==> src/mpd_pkg.sv <==
// shared widths, codes and types of the min point distance block
package mpd_pkg;

  // coordinate format
  localparam int COORD_BITS = 24;
  localparam int FRAC_BITS  = 12;
  localparam int DIST_BITS  = COORD_BITS + 1;
  localparam int MAG_BITS   = COORD_BITS;
  localparam int SQ_BITS    = 2 * DIST_BITS;

  // start distance after reset
  localparam int START_METERS = 100;
  localparam logic [DIST_BITS-1:0] START_RESET = DIST_BITS'(START_METERS << FRAC_BITS);
  localparam logic [SQ_BITS-1:0] START_SQ_RESET =
    SQ_BITS'(START_RESET) * SQ_BITS'(START_RESET);

  // point queue between front and back
  localparam int QUEUE_DEPTH = 4;
  localparam int QUEUE_AW    = $clog2(QUEUE_DEPTH);

  // root unit iteration counter
  localparam int ROOT_CNT_BITS = $clog2(DIST_BITS);

  // configuration register indexes
  localparam int CFG_IDX_BITS = 2;
  typedef enum logic [CFG_IDX_BITS-1:0] {
    CFG_REF_X      = 2'd0,
    CFG_REF_Y      = 2'd1,
    CFG_REF_Z      = 2'd2,
    CFG_START_DIST = 2'd3
  } cfg_reg_e_t;

  // one queued point: per-axis distance magnitudes and cloud end mark
  typedef struct packed {
    logic [MAG_BITS-1:0] mag_x;
    logic [MAG_BITS-1:0] mag_y;
    logic [MAG_BITS-1:0] mag_z;
    logic                last;
  } entry_t;

  // axis being squared in the back end
  typedef enum logic [1:0] {
    AX_X = 2'd0,
    AX_Y = 2'd1,
    AX_Z = 2'd2
  } axis_t;

  // back end sequencer states
  typedef enum logic [2:0] {
    BK_IDLE,
    BK_MUL,
    BK_ADD,
    BK_CMP,
    BK_SEED_MUL,
    BK_SEED_WR,
    BK_ROOT_START,
    BK_ROOT_WAIT
  } back_state_t;

  // root unit request and response
  typedef struct packed {
    logic               start;
    logic [SQ_BITS-1:0] operand;
  } root_req_t;

  typedef struct packed {
    logic                 done;
    logic [DIST_BITS-1:0] root;
  } root_rsp_t;

endpackage

==> src/mpd_front.sv <==
// front end: takes point beats and forms per-axis distance magnitudes
module mpd_front import mpd_pkg::*; (
  input  logic                  in_valid,
  output logic                  in_ready,
  input  logic [COORD_BITS-1:0] point_x,
  input  logic [COORD_BITS-1:0] point_y,
  input  logic [COORD_BITS-1:0] point_z,
  input  logic                  last_point,
  input  logic [COORD_BITS-1:0] ref_x,
  input  logic [COORD_BITS-1:0] ref_y,
  input  logic [COORD_BITS-1:0] ref_z,
  input  logic                  q_full,
  output logic                  q_push,
  output entry_t                q_entry
);

  // |p - r| of two signed coordinates, always below 2^COORD_BITS
  function automatic logic [MAG_BITS-1:0] axis_mag(
    input logic [COORD_BITS-1:0] p,
    input logic [COORD_BITS-1:0] r
  );
    logic [DIST_BITS-1:0] diff;
    logic [DIST_BITS-1:0] neg;
    diff = {p[COORD_BITS-1], p} - {r[COORD_BITS-1], r};
    neg  = ~diff + DIST_BITS'(1);
    return diff[DIST_BITS-1] ? neg[MAG_BITS-1:0] : diff[MAG_BITS-1:0];
  endfunction

  // accept while the queue has room
  assign in_ready = !q_full;
  assign q_push   = in_valid && !q_full;

  // classify the beat into an entry
  always_comb begin
    q_entry.mag_x = axis_mag(point_x, ref_x);
    q_entry.mag_y = axis_mag(point_y, ref_y);
    q_entry.mag_z = axis_mag(point_z, ref_z);
    q_entry.last  = last_point;
  end

endmodule

==> src/mpd_queue.sv <==
// short fifo of point entries between front and back
module mpd_queue import mpd_pkg::*; (
  input  logic   clk,
  input  logic   rst,
  input  logic   push,
  input  entry_t push_entry,
  input  logic   pop,
  output entry_t head_entry,
  output logic   full,
  output logic   empty
);

  entry_t              slots [QUEUE_DEPTH];
  logic [QUEUE_AW-1:0] wr_ptr;
  logic [QUEUE_AW-1:0] rd_ptr;
  logic [QUEUE_AW:0]   count;

  assign full       = (count == (QUEUE_AW+1)'(QUEUE_DEPTH));
  assign empty      = (count == '0);
  assign head_entry = slots[rd_ptr];

  // entry storage
  always_ff @(posedge clk) begin
    if (push) begin
      slots[wr_ptr] <= push_entry;
    end
  end

  // pointers and fill count
  always_ff @(posedge clk) begin
    if (rst) begin
      wr_ptr <= '0;
      rd_ptr <= '0;
      count  <= '0;
    end else begin
      if (push) begin
        wr_ptr <= wr_ptr + QUEUE_AW'(1);
      end
      if (pop) begin
        rd_ptr <= rd_ptr + QUEUE_AW'(1);
      end
      if (push && !pop) begin
        count <= count + (QUEUE_AW+1)'(1);
      end else if (pop && !push) begin
        count <= count - (QUEUE_AW+1)'(1);
      end
    end
  end

endmodule

==> src/mpd_isqrt.sv <==
// integer square root, one result bit per cycle
module mpd_isqrt import mpd_pkg::*; (
  input  logic      clk,
  input  logic      rst,
  input  root_req_t req,
  output root_rsp_t rsp
);

  localparam logic [ROOT_CNT_BITS-1:0] LAST_STEP = ROOT_CNT_BITS'(DIST_BITS - 1);

  logic                     busy;
  logic                     done;
  logic [ROOT_CNT_BITS-1:0] step;
  logic [SQ_BITS-1:0]       radicand;
  logic [DIST_BITS:0]       rem;
  logic [DIST_BITS-1:0]     root;

  logic [DIST_BITS+2:0] rem_sh;
  logic [DIST_BITS+2:0] trial;
  logic                 fits;
  logic [DIST_BITS+2:0] rem_sub;

  // one restoring step: bring down two bits, try root*4+1
  always_comb begin
    rem_sh  = {rem, radicand[SQ_BITS-1 -: 2]};
    trial   = {1'b0, root, 2'b01};
    fits    = (rem_sh >= trial);
    rem_sub = rem_sh - trial;
  end

  // control
  always_ff @(posedge clk) begin
    if (rst) begin
      busy <= 1'b0;
      done <= 1'b0;
      step <= '0;
    end else begin
      done <= 1'b0;
      if (req.start && !busy) begin
        busy <= 1'b1;
        step <= '0;
      end else if (busy) begin
        if (step == LAST_STEP) begin
          busy <= 1'b0;
          done <= 1'b1;
        end else begin
          step <= step + ROOT_CNT_BITS'(1);
        end
      end
    end
  end

  // datapath
  always_ff @(posedge clk) begin
    if (req.start && !busy) begin
      radicand <= req.operand;
      rem      <= '0;
      root     <= '0;
    end else if (busy) begin
      radicand <= {radicand[SQ_BITS-3:0], 2'b00};
      rem      <= fits ? rem_sub[DIST_BITS:0] : rem_sh[DIST_BITS:0];
      root     <= {root[DIST_BITS-2:0], fits};
    end
  end

  assign rsp.done = done;
  assign rsp.root = root;

endmodule

==> src/mpd_back.sv <==
// back end: squares, sums, keeps the cloud minimum and emits its root
module mpd_back import mpd_pkg::*; (
  input  logic                 clk,
  input  logic                 rst,
  input  logic [DIST_BITS-1:0] start_distance,
  input  logic                 q_empty,
  input  entry_t               q_head,
  output logic                 q_pop,
  output root_req_t            root_req,
  input  root_rsp_t            root_rsp,
  output logic                 out_valid,
  input  logic                 out_ready,
  output logic [DIST_BITS-1:0] least_dist
);

  back_state_t          state;
  back_state_t          state_next;
  entry_t               work;
  axis_t                axis;
  logic [SQ_BITS-1:0]   prod;
  logic [SQ_BITS-1:0]   acc;
  logic [SQ_BITS-1:0]   best;
  logic [SQ_BITS-1:0]   root_op;
  logic [DIST_BITS-1:0] mul_op;
  logic [SQ_BITS-1:0]   new_best;

  // shared multiplier operand: an axis magnitude or the start distance
  always_comb begin
    if (state == BK_SEED_MUL) begin
      mul_op = start_distance;
    end else begin
      unique case (axis)
        AX_X:    mul_op = DIST_BITS'(work.mag_x);
        AX_Y:    mul_op = DIST_BITS'(work.mag_y);
        AX_Z:    mul_op = DIST_BITS'(work.mag_z);
        default: mul_op = '0;
      endcase
    end
  end

  assign new_best = (acc < best) ? acc : best;

  // state register
  always_ff @(posedge clk) begin
    if (rst) begin
      state <= BK_IDLE;
    end else begin
      state <= state_next;
    end
  end

  // next state and handshake outputs
  always_comb begin
    state_next       = state;
    q_pop            = 1'b0;
    root_req.start   = 1'b0;
    root_req.operand = root_op;
    unique case (state)
      BK_IDLE: begin
        if (!q_empty) begin
          q_pop      = 1'b1;
          state_next = BK_MUL;
        end
      end
      BK_MUL: state_next = BK_ADD;
      BK_ADD: state_next = (axis == AX_Z) ? BK_CMP : BK_MUL;
      BK_CMP: state_next = work.last ? BK_SEED_MUL : BK_IDLE;
      BK_SEED_MUL: state_next = BK_SEED_WR;
      BK_SEED_WR: state_next = BK_ROOT_START;
      BK_ROOT_START: begin
        if (!out_valid) begin
          root_req.start = 1'b1;
          state_next     = BK_ROOT_WAIT;
        end
      end
      BK_ROOT_WAIT: begin
        if (root_rsp.done) begin
          state_next = BK_IDLE;
        end
      end
      default: state_next = BK_IDLE;
    endcase
  end

  // datapath registers
  always_ff @(posedge clk) begin
    unique case (state)
      BK_IDLE: begin
        if (!q_empty) begin
          work <= q_head;
          axis <= AX_X;
          acc  <= '0;
        end
      end
      BK_MUL, BK_SEED_MUL: prod <= SQ_BITS'(mul_op) * SQ_BITS'(mul_op);
      BK_ADD: begin
        acc <= acc + prod;
        unique case (axis)
          AX_X:    axis <= AX_Y;
          AX_Y:    axis <= AX_Z;
          default: axis <= AX_Z;
        endcase
      end
      BK_CMP: root_op <= new_best;
      default: ;
    endcase
  end

  // running minimum, reseeded after each cloud
  always_ff @(posedge clk) begin
    if (rst) begin
      best <= START_SQ_RESET;
    end else if (state == BK_CMP) begin
      best <= new_best;
    end else if (state == BK_SEED_WR) begin
      best <= prod;
    end
  end

  // output register
  always_ff @(posedge clk) begin
    if (rst) begin
      out_valid <= 1'b0;
    end else if (state == BK_ROOT_WAIT && root_rsp.done) begin
      out_valid <= 1'b1;
    end else if (out_ready) begin
      out_valid <= 1'b0;
    end
  end

  always_ff @(posedge clk) begin
    if (state == BK_ROOT_WAIT && root_rsp.done) begin
      least_dist <= root_rsp.root;
    end
  end

endmodule

==> src/min_point_distance.sv <==
// least distance of each point cloud to a reference point, floor of the root
// back end per point: pop, square and add for x, y and z, then compare
// a last point then reseeds the minimum and starts the root when the output is free
// points go one at a time through the single shared 25x25 multiplier
// a 4-entry queue lets the input take beats while the back end or output stalls
// reset: references 0, start distance 100 m, minimum seeded with its square
module min_point_distance import mpd_pkg::*; (
  input  logic                    clk,
  input  logic                    rst,
  input  logic                    in_valid,
  output logic                    in_ready,
  input  logic [COORD_BITS-1:0]   point_x,
  input  logic [COORD_BITS-1:0]   point_y,
  input  logic [COORD_BITS-1:0]   point_z,
  input  logic                    last_point,
  output logic                    out_valid,
  input  logic                    out_ready,
  output logic [DIST_BITS-1:0]    least_dist,
  input  logic                    cfg_write,
  input  logic [CFG_IDX_BITS-1:0] cfg_index,
  input  logic [DIST_BITS-1:0]    cfg_data
);

  logic [COORD_BITS-1:0] ref_x;
  logic [COORD_BITS-1:0] ref_y;
  logic [COORD_BITS-1:0] ref_z;
  logic [DIST_BITS-1:0]  start_distance;

  logic      q_push;
  logic      q_pop;
  logic      q_full;
  logic      q_empty;
  entry_t    q_in;
  entry_t    q_head;
  root_req_t root_req;
  root_rsp_t root_rsp;

  // configuration registers
  always_ff @(posedge clk) begin
    if (rst) begin
      ref_x          <= '0;
      ref_y          <= '0;
      ref_z          <= '0;
      start_distance <= START_RESET;
    end else if (cfg_write) begin
      unique case (cfg_reg_e_t'(cfg_index))
        CFG_REF_X:      ref_x <= cfg_data[COORD_BITS-1:0];
        CFG_REF_Y:      ref_y <= cfg_data[COORD_BITS-1:0];
        CFG_REF_Z:      ref_z <= cfg_data[COORD_BITS-1:0];
        CFG_START_DIST: start_distance <= cfg_data;
        default: ;
      endcase
    end
  end

  // point intake
  mpd_front u_front (
    .in_valid   (in_valid),
    .in_ready   (in_ready),
    .point_x    (point_x),
    .point_y    (point_y),
    .point_z    (point_z),
    .last_point (last_point),
    .ref_x      (ref_x),
    .ref_y      (ref_y),
    .ref_z      (ref_z),
    .q_full     (q_full),
    .q_push     (q_push),
    .q_entry    (q_in)
  );

  // decoupling queue
  mpd_queue u_queue (
    .clk        (clk),
    .rst        (rst),
    .push       (q_push),
    .push_entry (q_in),
    .pop        (q_pop),
    .head_entry (q_head),
    .full       (q_full),
    .empty      (q_empty)
  );

  // distance, minimum and output
  mpd_back u_back (
    .clk            (clk),
    .rst            (rst),
    .start_distance (start_distance),
    .q_empty        (q_empty),
    .q_head         (q_head),
    .q_pop          (q_pop),
    .root_req       (root_req),
    .root_rsp       (root_rsp),
    .out_valid      (out_valid),
    .out_ready      (out_ready),
    .least_dist     (least_dist)
  );

  // square root unit
  mpd_isqrt u_isqrt (
    .clk (clk),
    .rst (rst),
    .req (root_req),
    .rsp (root_rsp)
  );

`ifndef SYNTHESIS
  // the back end never pops an empty queue
  a_pop_not_empty: assert property (@(posedge clk) disable iff (rst)
    q_pop |-> !q_empty)
    else $error("queue popped while empty");

  // a root is only started when the output register is free
  a_root_start_free: assert property (@(posedge clk) disable iff (rst)
    root_req.start |-> !out_valid)
    else $error("root started with result pending");

  // a finished root always finds the output register free
  a_root_done_free: assert property (@(posedge clk) disable iff (rst)
    root_rsp.done |-> !out_valid)
    else $error("root finished with result pending");

  // a result beat appears only right after a root completes
  a_out_after_root: assert property (@(posedge clk) disable iff (rst)
    $rose(out_valid) |-> $past(root_rsp.done))
    else $error("result beat without a root");
`endif

endmodule
==> config.mk <==
export PLATFORM = sky130hd
export DESIGN_NAME = min_point_distance
export DESIGN_NICKNAME = d
export VERILOG_FILES = /design/src/mpd_pkg.sv /design/src/mpd_front.sv /design/src/mpd_queue.sv /design/src/mpd_isqrt.sv /design/src/mpd_back.sv /design/src/min_point_distance.sv
export SDC_FILE = /design/constraint.sdc
export NUM_CORES = 2
export LEC_CHECK = 0
export BUFFER_PORTS_ARGS = -buffer_cell sky130_fd_sc_hd__buf_2
export CAP_MARGIN = 20
export CORE_AREA = 2 2 313 470
export DETAILED_ROUTE_END_ITERATION = 16
export DIE_AREA = 0 0 315 472
export PLACE_DENSITY = 0.62
export SYNTH_ARGS = -nofsm -noshare
export SYNTH_HDL_FRONTEND = slang
export SYNTH_SLANG_ARGS = --single-unit
export TNS_END_PERCENT = 20
==> constraint.sdc <==
create_clock -name clk -period 25.6 [get_ports clk]
set_clock_uncertainty 0.15 [all_clocks]
set_input_delay 1.28 -clock clk [delete_from_list [all_inputs] [get_ports clk]]
set_output_delay 1.28 -clock clk [all_outputs]
set_load 0.01 [all_outputs]
==> results_tabular.tex <==
\begin{tabular}{lr}
\hline
Metric & Value \\
\hline
\multicolumn{2}{l}{\textbf{Outcome}} \\
\quad Status & finished, final reports clean \\
\multicolumn{2}{l}{\textbf{Route}} \\
\quad Vias post-DR & 39,200 \\
\quad Total DRC errors in the routed layout & 0 \\
\quad Via density per instance & 5.23 \\
\quad Number of detailed-route iterations in the first pass & 6 \\
\quad Total length of routed met3 wires & 5.58 mm \\
\quad Per-cell routed wire length & 19.4 µm \\
\quad Routed WL & 146 mm \\
\quad Met2 WL post-DR & 76.3 mm \\
\quad M1 WL & 55.5 mm \\
\quad Max Used Layer & met4 \\
\quad Post-route ant nets & 0 \\
\quad Number of DRC markers after the initial detailed-route iteration & 2,672 \\
\multicolumn{2}{l}{\textbf{Logic synthesis}} \\
\quad Post-synth EDFFs & 591 \\
\quad Main combinational cell family by area after synthesis & adder cells \\
\quad Syn\_nets & 6,423 \\
\quad Cell types with the largest area share after synthesis & edfxtp\_1, fa\_1, ha\_1, dfxtp\_1, inv\_1 \\
\quad Yosys reg bits & 807 \\
\quad Synthesized area divided by synthesized cell count & 10.5 µm² \\
\quad Main synth FF type & edfxtp\_1 \\
\quad Most repeated cell in the gate-level netlist after synthesis & inv\_1 \\
\quad List of most frequent post-synthesis cells & inv\_1, edfxtp\_1, nand2\_1 \\
\quad Leading area contributor after synthesis & edfxtp\_1 \\
\quad Xor and xnor area share after synthesis & 3.82\% \\
\quad Portion of netlist area occupied by mux cells & 5.34\% \\
\quad Post-Synth Simple-Gate Area & 9.63\% \\
\quad Fraction of post-synthesis cell area in the top cell type by area & 30.9\% \\
\quad Proportion of synthesized chip area in sequential cells & 38.4\% \\
\quad Area share of fa/ha/maj cells after synthesis & 24.8\% \\
\quad Cell variety after synth & 91 \\
\quad Warnings, synthesis & 0 \\
\quad Fraction of registers with async set/reset & 0\% \\
\quad Number of instances in the synthesized netlist & 5,462 \\
\quad Complex-gate fraction of the synthesized area & 10.9\% \\
\quad Cell area after technology mapping & 0.0575 mm² \\
\multicolumn{2}{l}{\textbf{Run}} \\
\quad Number of maximum-capacitance violations & 0 \\
\multicolumn{2}{l}{\textbf{Critical path}} \\
\quad Cell seen most often among critical-path stages & inv\_1 \\
\quad Worst-path cell with the longest stage delay & clkinv\_1 \\
\quad Crit Reg-Reg Startpoint & u\_back.state[2] \\
\quad Data arrival time of the critical path & 10.36 ns \\
\quad Critical path startpoint category & register \\
\quad Depth of the most critical reg-to-reg path & 32 \\
\quad Required time of the critical path & 25.87 ns \\
\quad Nature of the critical path endpoint & register \\
\quad Worst setup slack for register-to-register paths & 15.51 ns \\
\quad Reg2Reg Capture Point & u\_back.prod[49] \\
\quad Largest fanout on the critical path & 52 \\
\quad Setup Crit Path Kind & reg2reg \\
\quad Worst setup startpoint & u\_back.state[2] \\
\quad Delay contributed by the slowest stage of the critical path & 0.81 ns \\
\quad Destination of the critical timing path & u\_back.prod[49] \\
\multicolumn{2}{l}{\textbf{Floorplan}} \\
\quad Die height & 472 µm \\
\quad \# IOs & 132 \\
\quad Width of the die & 315 µm \\
\quad Die area & 0.149 mm² \\
\quad Core ar. & 0.144 mm² \\
\quad Starting density of the core & 39.8\% \\
\quad Num rows & 171 \\
\multicolumn{2}{l}{\textbf{STA}} \\
\quad Final critical-path share of the clock period & 39.4\% \\
\quad Crit path time final & 10.09 ns \\
\quad Number of hold violations in the final report & 0 \\
\quad Max-slew headroom at the worst pin & 32.2\% \\
\quad Max Fclk & 0.0991 GHz \\
\quad Setup repair after global routing missed its margin & no \\
\quad Accumulated negative setup slack & 0 ns \\
\quad Count of final setup violators & 0 \\
\quad Slew at the pin closest to its max-slew limit & 1.02 ns \\
\quad Max-slew violation total from the final report & 0 \\
\multicolumn{2}{l}{\textbf{Clock tree}} \\
\quad Post-cts hold buffer count & 0 \\
\quad Clock Tree Buf Depth & 3 \\
\quad TritonCTS clock tree & built \\
\quad Insertion delay to the later sink of the worst-skew pair & 0.67 ns \\
\quad Cell chosen for the clock root & clkbuf\_16 \\
\quad Number of clock sinks seen by CTS & 807 \\
\quad Number of resized instances in the post-cts repair step & 0 \\
\quad Clock slew at the register clock pins of the worst setup and hold paths & 0.06 ns \\
\quad Clock buffers created by TritonCTS & 83 \\
\quad Number of buffers inserted by post-CTS setup repair & 0 \\
\quad H-tree depth reported by CTS & 3 \\
\multicolumn{2}{l}{\textbf{Placement}} \\
\quad Hpwl dp & 112 mm \\
\quad Number of I/O port buffers & 131 \\
\quad Dpl cell area & 0.0603 mm² \\
\quad Final Wtd Congestion & 0.896 \\
\multicolumn{2}{l}{\textbf{Final layout}} \\
\quad Number of filler cells placed in the layout & 13,700 \\
\quad Layout cell share with drive strength beyond 1 & 9.47\% \\
\quad Relative area change from synthesis to final layout & 9.53\% \\
\quad Design Area, Final & 0.0630 mm² \\
\quad Final net count & 6,491 \\
\multicolumn{2}{l}{\textbf{Global routing}} \\
\quad Maximum number of pins on one net before global-route repair & 82 \\
\quad Number of antenna violations at the first check in global routing & 3 \\
\quad Combined global-route utilization of all metal layers & 19.7\% \\
\quad Wire length of the first global-routing pass & 227 mm \\
\quad Number of global-route vias before repair & 41,100 \\
\quad Total global routing overflow & 0 \\
\multicolumn{2}{l}{\textbf{Worst hold path}} \\
\quad Path category of the worst min-delay check & reg2reg \\
\hline
\end{tabular}
-- flip-flops by register name, indices dropped and copies added (netlist names), 25 cells and up --
name and flops:
u_queue.slots 292, u_back.work 73, u_back.acc 50, u_back.best 50, u_back.root_op 50, u_isqrt.radicand 50, u_back.prod 49, u_isqrt.rem 26
start_distance 25, u_back.least_dist 25, u_isqrt.root 25
-- area by class of cell --
type                            count  area [µm²]  area share, %
Multi-Input combinational cell   3566       31400           49.9
Tap cell                         1903        2380           3.78
Timing Repair Buffer              189        1120           1.77
Sequential cell                   807       22100           35.0
Inverter                          883        3310           5.26
Clock inverter                     43         419          0.665
Clock buffer                      111        2250           3.58
Antenna cell                        3        7.51         0.0119
-- worst max-delay path: cells and delay by family, from the launching register on --
family	cells	cell delay, ns
and+or+nand+nor	3	1.27
DFF	1	0.46
AOI/OAI and AO/OA	10	2.29
xor gates and xnor gates	1	0.08
adders and majority gates	8	3.80
buffers and inverters	10	1.72
-- kinds of logic after synthesis --
group | after synthesis
AOI/OAI and AO/OA | 1004
DFF | 807
and+or+nand+nor | 1252
adders and majority gates | 856
xor gates and xnor gates | 249
muxes | 205
buffers and inverters | 1089
-- stage by stage --
stage,std cells,setup slack (ns),hold slack (ns),util [%]
2_1_floorplan,5462,16.87,0.258,-
3_3_place_gp,7346,15.87,0.266,41.7
3_5_place_dp,7347,15.62,0.264,41.8
4_1_cts,7501,15.61,0.278,43.6
5_1_grt,7503,15.01,0.286,43.6
6_report,7505,15.51,0.278,43.6
-- per-layer routing --
| metal | GRT usage, % | vias up |
|---|---|---|
| li1 | - | 18600 |
| met1 | 21.9 | 19300 |
| met2 | 36.4 | 949 |
| met3 | 2.11 | 357 |
| met4 | 10.5 | 0 |
| met5 | 0 | - |
-- worst min-delay path by stage --
| stage | start | endpoint | depth (start not counted) |
|---|---|---|---|
| floorplan | u_isqrt.root[0] | u_back.least_dist[0] | 0 |
| global placement | u_isqrt.root[2] | u_back.least_dist[2] | 0 |
| detailed placement | u_isqrt.root[1] | u_back.least_dist[1] | 0 |
| CTS | u_isqrt.root[1] | u_back.least_dist[1] | 0 |
| global route | u_isqrt.root[1] | u_back.least_dist[1] | 0 |
| finish | u_isqrt.root[1] | u_back.least_dist[1] | 0 |
-- cell usage in the layout (no fill, tap or decap), types with 57 or more instances in the layout --
cell type,instances
a21oi_1,367
buf_4,57
o21ai_0,155
dfxtp_1,214
ha_1,386
nor2_1,370
xor2_1,85
fa_1,470
mux2_2,86
xnor2_1,163
mux4_2,73
a21o_1,118
inv_1,874
clkbuf_16,84
o21a_1,81
buf_2,130
nand2_1,533
edfxtp_1,591
Power is not shown: default switching activity piles up to over one toggle a cycle in this logic, so the estimate is an artifact.
